<file path="config.mk">
export PLATFORM = sky130hd
export DESIGN_NAME = rle_delta_plane_decoder_top
export DESIGN_NICKNAME = d
export VERILOG_FILES = /design/src/rtl/core/rdpd_pkg.sv /design/src/rtl/core/rdpd_front.sv /design/src/rtl/core/rdpd_cmd_fifo.sv /design/src/rtl/core/rdpd_back.sv /design/src/rtl/core/rle_delta_plane_decoder_top.sv
export SDC_FILE = /design/constraint.sdc
export NUM_CORES = 1
export LEC_CHECK = 0
export ABC_AREA = 1
export BUFFER_PORTS_ARGS = -buffer_cell sky130_fd_sc_hd__buf_2
export CORE_MARGIN = 2
export CORE_UTILIZATION = 62
export CTS_CLUSTER_SIZE = 28
export DETAILED_ROUTE_END_ITERATION = 12
export PLACE_DENSITY = 0.8
export SYNTH_ARGS = -nofsm -noshare
export SYNTH_HDL_FRONTEND = slang
export SYNTH_SLANG_ARGS = --single-unit
</file>
<file path="constraint.sdc">
create_clock -name i_clk -period 6.5 [get_ports i_clk]
set_input_delay 0 -clock i_clk [delete_from_list [all_inputs] [get_ports i_clk]]
set_output_delay 0 -clock i_clk [all_outputs]
set_load 0.05 [all_outputs]
</file>
<file path="src/rtl/core/rdpd_pkg.sv">
// Shared types and constants of the run-length / difference plane decoder.
package rdpd_pkg;

    localparam int BYTE_W  = 8;
    localparam int WORD_W  = 32;
    localparam int PT_W    = 17;
    localparam int RUN_W   = 7;
    localparam int CFG_W   = 17;
    localparam int CFG_IDX_W = 2;
    localparam int IN_TDATA_W  = 8;
    localparam int OUT_TDATA_W = 72;
    localparam int FIFO_DEPTH  = 4;
    localparam int FIFO_PTR_W  = 2;

    // Register indexes of the configuration port
    localparam logic [CFG_IDX_W-1:0] CFG_PLANE_ENCODING  = 2'd0;
    localparam logic [CFG_IDX_W-1:0] CFG_POINT_COUNT     = 2'd1;
    localparam logic [CFG_IDX_W-1:0] CFG_WORD_BYTES_MODE = 2'd2;

    // Encoding bits
    localparam int ENC_DIFF_BIT = 0;
    localparam int ENC_RLE_BIT  = 1;

    // Control byte: top bit selects a repeated word
    localparam int CTRL_REPEAT_BIT = 7;

    localparam logic [WORD_W-1:0] MASK_16 = 32'h0000_FFFF;
    localparam logic [WORD_W-1:0] MASK_32 = 32'hFFFF_FFFF;

    localparam logic [1:0] COUNT_ONE = 2'd1;
    localparam logic [1:0] COUNT_TWO = 2'd2;

    typedef struct packed {
        logic [1:0]       plane_encoding;
        logic [PT_W-1:0]  point_count;
        logic             word_bytes_mode;
    } t_cfg;

    // One decoded word, repeated count times
    typedef struct packed {
        logic [WORD_W-1:0] word;
        logic [RUN_W-1:0]  count;
        logic              done;
        logic              err;
        logic              clr;
    } t_cmd;

endpackage

</file>
<file path="src/rtl/core/rdpd_front.sv">
// Byte parser: assembles words, tracks runs and plane position, issues commands.
module rdpd_front import rdpd_pkg::*; #(
    parameter int MAX_POINTS = 65536
) (
    input  logic              i_clk,
    input  logic              i_rst_n,
    input  t_cfg              i_cfg,
    input  logic              i_valid,
    output logic              o_ready,
    input  logic [BYTE_W-1:0] i_byte,
    input  logic              i_start,
    input  logic              i_full,
    output logic              o_push,
    output t_cmd              o_cmd
);

    localparam int PT_MAX   = (1 << PT_W) - 1;
    localparam int LIM_CLIP = (MAX_POINTS > PT_MAX) ? PT_MAX : MAX_POINTS;
    localparam logic [PT_W-1:0] LIM_MAX = PT_W'(LIM_CLIP);

    typedef enum logic [1:0] {
        PH_CTRL,
        PH_REPEAT,
        PH_LITERAL,
        PH_DONE
    } t_phase;

    t_phase            r_phase, n_phase;
    logic [RUN_W-1:0]  r_rr, n_rr;
    logic [1:0]        r_bp, n_bp;
    logic [WORD_W-1:0] r_wa, n_wa;
    logic [PT_W-1:0]   r_pe, n_pe;
    logic              r_err, n_err;
    logic              r_pclr, n_pclr;

    logic              acc;
    logic [PT_W-1:0]   lim, pc1, avail;
    logic [WORD_W-1:0] mask, wa_new, word;
    logic              complete;
    logic [RUN_W-1:0]  req, k, cnt;
    logic              done_now;

    assign o_ready = !i_full;
    assign acc     = i_valid && o_ready;

    assign mask = i_cfg.word_bytes_mode ? MASK_32 : MASK_16;
    assign pc1  = (i_cfg.point_count == '0) ? PT_W'(1) : i_cfg.point_count;
    assign lim  = (pc1 > LIM_MAX) ? LIM_MAX : pc1;

    always_comb begin
        t_phase           s_phase;
        logic [RUN_W-1:0] s_rr;
        logic [1:0]       s_bp;
        logic [WORD_W-1:0] s_wa;
        logic [PT_W-1:0]  s_pe;
        logic             s_err;

        s_phase = r_phase;
        s_rr    = r_rr;
        s_bp    = r_bp;
        s_wa    = r_wa;
        s_pe    = r_pe;
        s_err   = r_err;
        if (i_start) begin
            s_phase = PH_CTRL;
            s_rr    = '0;
            s_bp    = '0;
            s_wa    = '0;
            s_pe    = '0;
            s_err   = 1'b0;
        end

        avail    = (lim > s_pe) ? (lim - s_pe) : '0;
        wa_new   = s_wa | (WORD_W'(i_byte) << {s_bp, 3'b000});
        complete = ({1'b0, s_bp} + 3'd1) >= (i_cfg.word_bytes_mode ? 3'd4 : 3'd2);
        word     = wa_new & mask;

        n_phase  = s_phase;
        n_rr     = s_rr;
        n_bp     = s_bp;
        n_wa     = s_wa;
        n_pe     = s_pe;
        n_err    = s_err;
        req      = '0;
        k        = '0;
        cnt      = i_byte[RUN_W-1:0];
        done_now = 1'b0;

        if (s_phase != PH_DONE) begin
            if (!i_cfg.plane_encoding[ENC_RLE_BIT] || s_phase != PH_CTRL) begin
                if (complete) begin
                    n_wa = '0;
                    n_bp = '0;
                end else begin
                    n_wa = wa_new;
                    n_bp = s_bp + 2'd1;
                end
            end

            if (!i_cfg.plane_encoding[ENC_RLE_BIT]) begin
                if (complete) req = RUN_W'(1);
            end else begin
                case (s_phase)
                    PH_CTRL: begin
                        if (PT_W'(cnt) > avail) begin
                            cnt   = avail[RUN_W-1:0];
                            n_err = 1'b1;
                        end
                        if (avail == '0) begin
                            n_phase = PH_DONE;
                        end else if (i_byte[CTRL_REPEAT_BIT]) begin
                            n_rr    = cnt;
                            n_phase = PH_REPEAT;
                        end else if (cnt != '0) begin
                            n_rr    = cnt;
                            n_phase = PH_LITERAL;
                        end
                    end
                    PH_REPEAT: begin
                        if (complete) begin
                            req     = s_rr;
                            n_rr    = '0;
                            n_phase = PH_CTRL;
                        end
                    end
                    PH_LITERAL: begin
                        if (complete) begin
                            req = RUN_W'(1);
                            if (s_rr != '0) n_rr = s_rr - RUN_W'(1);
                            if (s_rr <= RUN_W'(1)) n_phase = PH_CTRL;
                        end
                    end
                    default: ;
                endcase
            end

            // Emit the requested words, stopping at the plane limit
            if (req != '0) begin
                if (avail == '0) begin
                    n_err   = 1'b1;
                    n_phase = PH_DONE;
                end else begin
                    done_now = PT_W'(req) >= avail;
                    k        = done_now ? avail[RUN_W-1:0] : req;
                    n_pe     = s_pe + PT_W'(k);
                    if (done_now) n_phase = PH_DONE;
                end
            end
        end
    end

    assign o_push       = acc && (k != '0);
    assign o_cmd.word   = word;
    assign o_cmd.count  = k;
    assign o_cmd.done   = done_now;
    assign o_cmd.err    = n_err;
    assign o_cmd.clr    = r_pclr || i_start;

    always_comb begin
        n_pclr = r_pclr;
        if (acc) begin
            if (o_push) n_pclr = 1'b0;
            else if (i_start) n_pclr = 1'b1;
        end
    end

    always_ff @(posedge i_clk) begin
        if (!i_rst_n) begin
            r_phase <= PH_CTRL;
            r_rr    <= '0;
            r_bp    <= '0;
            r_wa    <= '0;
            r_pe    <= '0;
            r_err   <= 1'b0;
            r_pclr  <= 1'b0;
        end else if (acc) begin
            r_phase <= n_phase;
            r_rr    <= n_rr;
            r_bp    <= n_bp;
            r_wa    <= n_wa;
            r_pe    <= n_pe;
            r_err   <= n_err;
            r_pclr  <= n_pclr;
        end
    end

endmodule

</file>
<file path="src/rtl/core/rdpd_cmd_fifo.sv">
// Short command queue between the byte parser and the word expander.
module rdpd_cmd_fifo import rdpd_pkg::*; (
    input  logic i_clk,
    input  logic i_rst_n,
    input  logic i_push,
    input  t_cmd i_cmd,
    input  logic i_pop,
    output t_cmd o_cmd,
    output logic o_full,
    output logic o_empty
);

    t_cmd                r_mem [FIFO_DEPTH];
    logic [FIFO_PTR_W-1:0] r_wp, r_rp;
    logic [FIFO_PTR_W:0]   r_cnt;
    logic                  do_push, do_pop;

    assign o_full  = (r_cnt == (FIFO_PTR_W+1)'(FIFO_DEPTH));
    assign o_empty = (r_cnt == '0);
    assign do_push = i_push && !o_full;
    assign do_pop  = i_pop && !o_empty;
    assign o_cmd   = r_mem[r_rp];

    always_ff @(posedge i_clk) begin
        if (do_push) r_mem[r_wp] <= i_cmd;
    end

    always_ff @(posedge i_clk) begin
        if (!i_rst_n) begin
            r_wp  <= '0;
            r_rp  <= '0;
            r_cnt <= '0;
        end else begin
            if (do_push) r_wp <= r_wp + FIFO_PTR_W'(1);
            if (do_pop)  r_rp <= r_rp + FIFO_PTR_W'(1);
            case ({do_push, do_pop})
                2'b10:   r_cnt <= r_cnt + (FIFO_PTR_W+1)'(1);
                2'b01:   r_cnt <= r_cnt - (FIFO_PTR_W+1)'(1);
                default: r_cnt <= r_cnt;
            endcase
        end
    end

endmodule

</file>
<file path="src/rtl/core/rdpd_back.sv">
// Word expander: turns commands into results of up to two words, applying differences.
module rdpd_back import rdpd_pkg::*; (
    input  logic              i_clk,
    input  logic              i_rst_n,
    input  t_cfg              i_cfg,
    input  logic              i_empty,
    input  t_cmd              i_cmd,
    output logic              o_pop,
    output logic              o_valid,
    input  logic              i_ready,
    output logic [WORD_W-1:0] o_first,
    output logic [WORD_W-1:0] o_second,
    output logic [1:0]        o_count,
    output logic              o_done,
    output logic              o_err
);

    logic              r_busy;
    logic [WORD_W-1:0] r_word, r_w2, r_prev;
    logic [RUN_W-1:0]  r_left;
    logic              r_done, r_err;

    logic [WORD_W-1:0] mask, sum1, sum2, v1, v2;
    logic              diff, two, last, step;

    assign mask = i_cfg.word_bytes_mode ? MASK_32 : MASK_16;
    assign diff = i_cfg.plane_encoding[ENC_DIFF_BIT];
    assign sum1 = (r_prev + r_word) & mask;
    assign sum2 = (r_prev + r_w2) & mask;
    assign v1   = diff ? sum1 : r_word;
    assign v2   = diff ? sum2 : r_word;
    assign two  = r_left >= RUN_W'(2);
    assign last = r_left <= RUN_W'(2);
    assign step = r_busy && (!o_valid || i_ready);
    assign o_pop = !r_busy && !i_empty;

    always_ff @(posedge i_clk) begin
        if (!i_rst_n) begin
            r_busy  <= 1'b0;
            r_prev  <= '0;
            o_valid <= 1'b0;
        end else begin
            if (o_pop) begin
                r_busy <= 1'b1;
                if (i_cmd.clr) r_prev <= '0;
            end else if (step) begin
                r_prev <= two ? v2 : v1;
                if (last) r_busy <= 1'b0;
            end
            if (step) o_valid <= 1'b1;
            else if (i_ready) o_valid <= 1'b0;
        end
    end

    // Payload: hold the command and the result under way
    always_ff @(posedge i_clk) begin
        if (o_pop) begin
            r_word <= i_cmd.word;
            r_w2   <= {i_cmd.word[WORD_W-2:0], 1'b0};
            r_left <= i_cmd.count;
            r_done <= i_cmd.done;
            r_err  <= i_cmd.err;
        end else if (step) begin
            r_left <= two ? (r_left - RUN_W'(2)) : (r_left - RUN_W'(1));
        end
        if (step) begin
            o_first  <= v1;
            o_second <= two ? v2 : '0;
            o_count  <= two ? COUNT_TWO : COUNT_ONE;
            o_done   <= r_done && last;
            o_err    <= r_err;
        end
    end

endmodule

</file>
<file path="src/rtl/core/rle_delta_plane_decoder_top.sv">
// Top level of the run-length / difference plane decoder: configuration and wiring.
//
//  channel | dir | handshake            | payload
//  --------+-----+----------------------+-------------------------------------------
//  s       | in  | i_s_tvalid/o_s_tready| tdata: data_byte; tuser: plane_start
//  m       | out | o_m_tvalid/i_m_tready| tdata: first, second, count; tlast; tuser
//  cfg     | in  | i_cfg_we             | i_cfg_idx, i_cfg_data
//
// One byte is taken per cycle while the four-entry command queue has room.
// Each decoded word group becomes one command; the expander loads it and then
// gives its words as results of up to two words each, so a repeat run of n
// words holds the input once the queue fills behind it.
// Reset is synchronous and clears all control state; there is no clearing pass.
// A stalled output holds its result while the parser keeps filling the queue.
module rle_delta_plane_decoder_top import rdpd_pkg::*; #(
    parameter int MAX_POINTS = 65536
) (
    input  logic                   i_clk,
    input  logic                   i_rst_n,
    input  logic                   i_s_tvalid,
    output logic                   o_s_tready,
    input  logic [IN_TDATA_W-1:0]  i_s_tdata,   // [7:0] data_byte
    input  logic                   i_s_tuser,   // [0] plane_start
    output logic                   o_m_tvalid,
    input  logic                   i_m_tready,
    output logic [OUT_TDATA_W-1:0] o_m_tdata,   // [31:0] first_value, [63:32] second_value,
                                                // [65:64] value_count, [71:66] zero
    output logic                   o_m_tlast,   // plane_done
    output logic                   o_m_tuser,   // [0] overrun_error
    input  logic                   i_cfg_we,
    input  logic [CFG_IDX_W-1:0]   i_cfg_idx,
    input  logic [CFG_W-1:0]       i_cfg_data
);

    t_cfg              r_cfg;
    logic              push, pop, full, empty;
    t_cmd              cmd_in, cmd_out;
    logic [WORD_W-1:0] first_v, second_v;
    logic [1:0]        count_v;

    always_ff @(posedge i_clk) begin
        if (!i_rst_n) begin
            r_cfg.plane_encoding  <= '0;
            r_cfg.point_count     <= PT_W'(1);
            r_cfg.word_bytes_mode <= 1'b0;
        end else if (i_cfg_we) begin
            case (i_cfg_idx)
                CFG_PLANE_ENCODING:  r_cfg.plane_encoding  <= i_cfg_data[1:0];
                CFG_POINT_COUNT:     r_cfg.point_count     <= i_cfg_data[PT_W-1:0];
                CFG_WORD_BYTES_MODE: r_cfg.word_bytes_mode <= i_cfg_data[0];
                default: ;
            endcase
        end
    end

    rdpd_front #(
        .MAX_POINTS (MAX_POINTS)
    ) u_front (
        .i_clk   (i_clk),
        .i_rst_n (i_rst_n),
        .i_cfg   (r_cfg),
        .i_valid (i_s_tvalid),
        .o_ready (o_s_tready),
        .i_byte  (i_s_tdata[BYTE_W-1:0]),
        .i_start (i_s_tuser),
        .i_full  (full),
        .o_push  (push),
        .o_cmd   (cmd_in)
    );

    rdpd_cmd_fifo u_fifo (
        .i_clk   (i_clk),
        .i_rst_n (i_rst_n),
        .i_push  (push),
        .i_cmd   (cmd_in),
        .i_pop   (pop),
        .o_cmd   (cmd_out),
        .o_full  (full),
        .o_empty (empty)
    );

    rdpd_back u_back (
        .i_clk    (i_clk),
        .i_rst_n  (i_rst_n),
        .i_cfg    (r_cfg),
        .i_empty  (empty),
        .i_cmd    (cmd_out),
        .o_pop    (pop),
        .o_valid  (o_m_tvalid),
        .i_ready  (i_m_tready),
        .o_first  (first_v),
        .o_second (second_v),
        .o_count  (count_v),
        .o_done   (o_m_tlast),
        .o_err    (o_m_tuser)
    );

    assign o_m_tdata = {6'b0, count_v, second_v, first_v};

endmodule

</file>
==> results of run 1 <==
-- cells in the final DEF (no fill, tap or decap), types with 14 or more instances in the layout --
cell / n
nand2_1: 584
o21ai_0: 318
inv_1: 308
edfxtp_1: 277
a21oi_1: 257
nor2_1: 251
dfxtp_1: 119
ha_1: 106
buf_2: 102
buf_4: 64
nand3_1: 62
a31oi_1: 49
clkbuf_16: 44
o22ai_1: 40
dlygate4sd3_1: 28
xor2_1: 22
nor3_1: 21
nand4_1: 20
inv_2: 19
o21ai_1: 19
nand2_2: 14
nor2_2: 14
-- power breakdown --
part / leakage (nW) / switching [mW] / internal, mW
sequential: 3.66 / 0.371 / 3.44
combinational: 6.58 / 3.41 / 1.42
clock: 0.675 / 0.989 / 1.47
total: 10.9 / 4.77 / 6.33
-- flip-flops by register name, indices dropped and copies added (netlist names), 2 cells and up, named ones only --
register         cells
u_back.o_second     32
u_back.r_word       32
u_fifo.r_rp          2
u_fifo.r_cnt         3
u_back.o_first      32
u_fifo.r_mem       168
u_back.o_count       2
u_fifo.r_wp          2
u_back.r_prev       32
u_back.r_left        7
r_cfg               20
u_front.r_bp         2
u_front.r_wa        32
u_front.r_rr         7
u_front.r_pe        17
u_front.r_phase      2
-- repair_timing --
item | 4_1_cts | 5_1_grt
setup buffers | 0 | 10
hold buffers | 28 | 0
cloned | 0 | 2
setup endpoints to repair | 4 | 12
hold endpoints to repair | 26 | 0
pin swaps | 0 | 30
gates resized for setup | 2 | 74
-- critical path, delay by kind of cell (launching register included) --
family                     cells  cell delay [ns]
and+or+nand+nor               21             2.12
AOI/OAI and AO/OA             11             1.78
buffers and inverters          8             0.97
adders and majority gates      3             0.91
DFF                            1             0.34
-- layout make-up --
cell class	count	area [um2]
multi-input combinational	1931	10400
fill	2711	9930
timing repair buffer	199	1360
inverter	330	1240
clock inverter	18	231
tap	461	577
sequential	402	10800
clock buffer	58	1170
timing repair inverter	2	15.0
-- cell families (layout without fill, tap and decap cells) --
group,count (synthesis),after routing,share of synthesized area (%)
xor gates and xnor gates,34,34,1.32
and+or+nand+nor,1012,1012,18.2
other,1,6,0.0166
buffers and inverters,443,607,7.51
AOI/OAI and AO/OA,758,758,18.1
adders and majority gates,121,121,6.90
DFF,402,402,47.9
-- metal layers --
metal	vias to the layer above	share of wire, %	track usage (%)
li1	9674	-	-
met3	167	7.3	3.83
met2	954	49	56.7
met1	9559	40	40.0
met4	2	3.6	13.3
met5	-	0.011	0
-- final timing paths --
| path | startpoint | end | cells after the start |
|---|---|---|---|
| worst min register to register | u_back.r_err | u_back.o_err | 0 |
| worst max register to register | r_cfg[14] | u_front.r_pe[14] | 43 |
| worst min-delay path | i_s_tdata[4] | u_front.r_wa[28] | 5 |
| worst max-delay path | r_cfg[14] | u_front.r_pe[14] | 43 |
==> flow_summary.ini, run 1 <==
[worst_setup_path]
cp.required_ns = 6.97
critPathKind = reg -> reg
cpMostUsedCell = nand2_1
max_stage_delay_ns = 0.38
endpoint_kind = flop
crit_path_start_kind = flop
worstPathArrival_ns = 6.67
critPathMaxFanout = 7
critical_path.slowest_cell = ha_1
ff2ff_setup_slack_ns = 0.29

[global_route]
grt_max_degree = 81
grt_first_pass_wirelength_um = 98200
overflow = 0
antenna_found_initial = 1
grtUsageTotal_pct = 32.1
grt_pass1_vias = 19700

[pwr]
power.total_mw = 11.1
ir_drop_mv = 0.276
p_leak_nw = 10.9
p_per_area_nw_per_um2 = 430

[routing]
num_vias = 20400
antenna_left = 0
wirelength_um = 62100
dr.pass1.iters = 5
drtIter0Drc = 2041
via_per_inst = 5.99
avgRoutedWirePerCell_um = 18.2
drc = 0

[sta]
period_share_pct = 95.5
maxSlewViolCount = 0
skew_ns = 0.0103
rsz0062_at_grt = yes
fin_setup_tns_ns = 0
tightestPinTransition_ns = 1.07
fin_crit_ns = 6.21
worst_hold_slack_ns = 0.0420
timing.slew.headroom_pct = 28.3
setup_viol = 0
max_freq_mhz = 161
fin_ws_ns = 0.295
hold_viol = 0

[floorplan]
fp.dieW_um = 195
die-area_um2 = 38000
core-area_um2 = 35700
initial_core_util_pct = 63.2
top_level_ports = 109
rows = 69
die_h_um = 195

[logic_synthesis]
syn_inst = 2771
synthFlopType = edfxtp_1
synth_edf_count = 277
synth.top_cell.area_share_pct = 36.8
synth_area_leaders = edfxtp_1, dfxtp_1, nand2_1
yosys_warnings = 0
synth_cell_type_count = 51
async_reset_ff_share_pct = 0
synth.most_common_cell = nand2_1
avgSynthCellArea_um2 = 8.15
yosysSeqAreaShare_pct = 47.9
synth.ff_latch_count = 402
synthTopCellsByCount = nand2_1, o21ai_0, inv_1
yosysTopAreaCell = edfxtp_1
syn_area_um2 = 22600

[clock_tree]
cts.reportedPaths.clkPinSlew_ns = 0.06
cts_tree = yes
htree_levels = 2
numCtsBuffers = 41
clock_tree.buffer_depth = 3
cts_sinks = 402
clk_latency_ns = 0.55
root_buffer = clkbuf_16

[place]
gp_congestion = 0.950
port_buffers = 102
hpwl_um = 42600
placed_cells = 3285
dpl-instance-area_um2 = 23800
dp_slack_ns = -0.0884

[run_status]
outcome = completed

[cells_and_area]
fin_area_um2 = 25800
drive_above_1_share_pct = 11.8
final_core_util_pct = 72.2
area_growth_pct = 14.3
layout.cells.non_filler = 3401
n_antenna_cell = 0
nets = 3061

[flow_run]
maxCapViolCount = 0

[min_path]
hp-class = in -> reg
Power figures use the tool's default switching activity.
==> run 2, diff against run 1 <==
- MAX_ROUTING_LAYER: unset -> met4
==> run 2 against run 1 <==
- non-clock buffer count down 4
- global-route usage up 1.9 points
- critical path depth stayed put
- power is 0.43% lower
- worst setup slack improved by 0.11 ns
- fmax is 1.9% higher
- critical path type unchanged
- largest power group unchanged
==> flow_summary.ini, run 2 (synthesis results as in run 1) <==
[clock_tree]
cts.reportedPaths.clkPinSlew_ns = 0.06
cts_tree = yes
numCtsBuffers = 41
clock_tree.buffer_depth = 3
root_buffer = clkbuf_16
cts_sinks = 402
htree_levels = 2
clk_latency_ns = 0.55

[global_route]
grtUsageTotal_pct = 33.9
overflow = 0
grt_first_pass_wirelength_um = 100000
grt_pass1_vias = 19600
antenna_found_initial = 0
grt_max_degree = 85

[cells_and_area]
largest_reg_flops = 168
top_register = u_fifo.r_mem
nFillCells = 2715
layout_common_cells = nand2_1, o21ai_0, inv_1
area_growth_pct = 13.4
n_antenna_cell = 0
fin_area_um2 = 25600
drive_above_1_share_pct = 10.7
final_common_cell = nand2_1
multi_input_area_um2 = 10300
seqCellArea_um2 = 10800
layout.cells.non_filler = 3396
nets = 3057

[floorplan]
top_level_ports = 109
core-area_um2 = 35700
die_h_um = 195
rows = 69
die-area_um2 = 38000
fp.dieW_um = 195
initial_core_util_pct = 63.2

[worst_setup_path]
endpoint_kind = flop
worst_r2r_path_depth = 43
r2r_start = r_cfg[15]
ff2ff_setup_slack_ns = 0.41
critical_path.slowest_cell = dfxtp_1
crit_end = u_front.r_pe[15]
worstPathArrival_ns = 6.58
cp-startpoint = r_cfg[15]
critPathKind = reg -> reg
crit_path_start_kind = flop
critPathMaxFanout = 8
cpMostUsedCell = nand2_1
r2r_end = u_front.r_pe[15]
max_stage_delay_ns = 0.33
cp.required_ns = 6.99

[routing]
antenna_left = 0
drc = 0
avgRoutedWirePerCell_um = 18.7
num_vias = 20300
via_per_inst = 5.97
wirelength_um = 63400
drtIter0Drc = 1883
dr.pass1.iters = 6

[pwr]
p_leak_nw = 10.9
power.total_mw = 11.1
p_per_area_nw_per_um2 = 431
ir_drop_mv = 0.256

[sta]
timing.slew.headroom_pct = 29.0
period_share_pct = 93.7
skew_ns = 0.0216
maxSlewViolCount = 0
fin_setup_tns_ns = 0
max_freq_mhz = 164
fin_crit_ns = 6.09
hold_viol = 0
setup_viol = 0
tightestPinTransition_ns = 1.06

[place]
port_buffers = 102
gp_congestion = 0.954
dpl-instance-area_um2 = 23800
placed_cells = 3285
hpwl_um = 44200

[flow_run]
maxCapViolCount = 0

[run_status]
outcome = completed

[min_path]
hp-class = in -> reg
-- run 2: how the worst min path moves through the flow --
| stage | start | endpoint | slack (ns) | cells after the start |
|---|---|---|---|---|
| after floorplan | i_cfg_data[0] | r_cfg[1] | 0.17 | 2 |
| after global placement | i_m_tready | u_back.o_valid | 0.27 | 4 |
| after detailed placement | i_cfg_data[15] | r_cfg[16] | 0.29 | 3 |
| after CTS | i_s_tdata[4] | u_front.r_wa[20] | 0.01 | 5 |
| after global routing | i_s_tdata[1] | u_front.r_wa[25] | 0.06 | 5 |
| final | i_s_tdata[5] | u_front.r_wa[29] | 0.02 | 5 |
-- run 2: critical path, delay by kind of cell, from the launching register on --
kind / cells / cell delay, ns
flip-flops: 1 / 0.33
adder cells (fa/ha/maj): 3 / 0.81
AO/OA/AOI/OAI: 10 / 1.65
buffers and inverters: 9 / 1.11
AND/OR/NAND/NOR: 21 / 2.14
-- run 2: power by group --
group | internal, mW | switching, mW | leakage [nW]
combinational | 1.40 | 3.43 | 6.57
clock | 1.42 | 0.997 | 0.670
sequential | 3.44 | 0.361 | 3.66
-- run 2: layer usage --
layer	wire (um)	share of wire, %	vias up	GRT usage, %
met2	31600	50	959	58.5
met4	2260	3.6	0	12.8
met3	4480	7.1	169	4.08
met1	25100	40	9471	41.1
met5	0	0	-	-
li1	-	-	9691	-
-- run 2: through the flow --
stage | hold WS [ns] | util [%] | worst slack [ns]
2_1_floorplan | 0.171 | - | 0.610
3_3_place_gp | 0.275 | 66.5 | 0.121
3_5_place_dp | 0.294 | 66.5 | -0.0387
4_1_cts | 0.0114 | 71.2 | 0.0833
5_1_grt | 0.0564 | 71.7 | -0.0922
6_report | 0.0208 | 71.7 | 0.409
-- run 2: area by class of cell --
cell class              instances  share of cell area [%]
inverters                     330                    4.84
well taps                     461                    2.25
clock buffers                  54                    4.52
multi-input cells            1931                    40.0
repair inverters                2                  0.0488
repair buffers                195                    5.19
clock inverters                21                   0.899
flip-flops and latches        402                    42.2
-- run 2: repair_timing --
item	4_1_cts	5_1_grt
buffers inserted	0	6
hold buffers	28	0
pin swaps	0	7
endpoints found under the setup margin	4	13
endpoints found under the hold margin	26	0
gates cloned	0	2
gates resized for setup	1	37
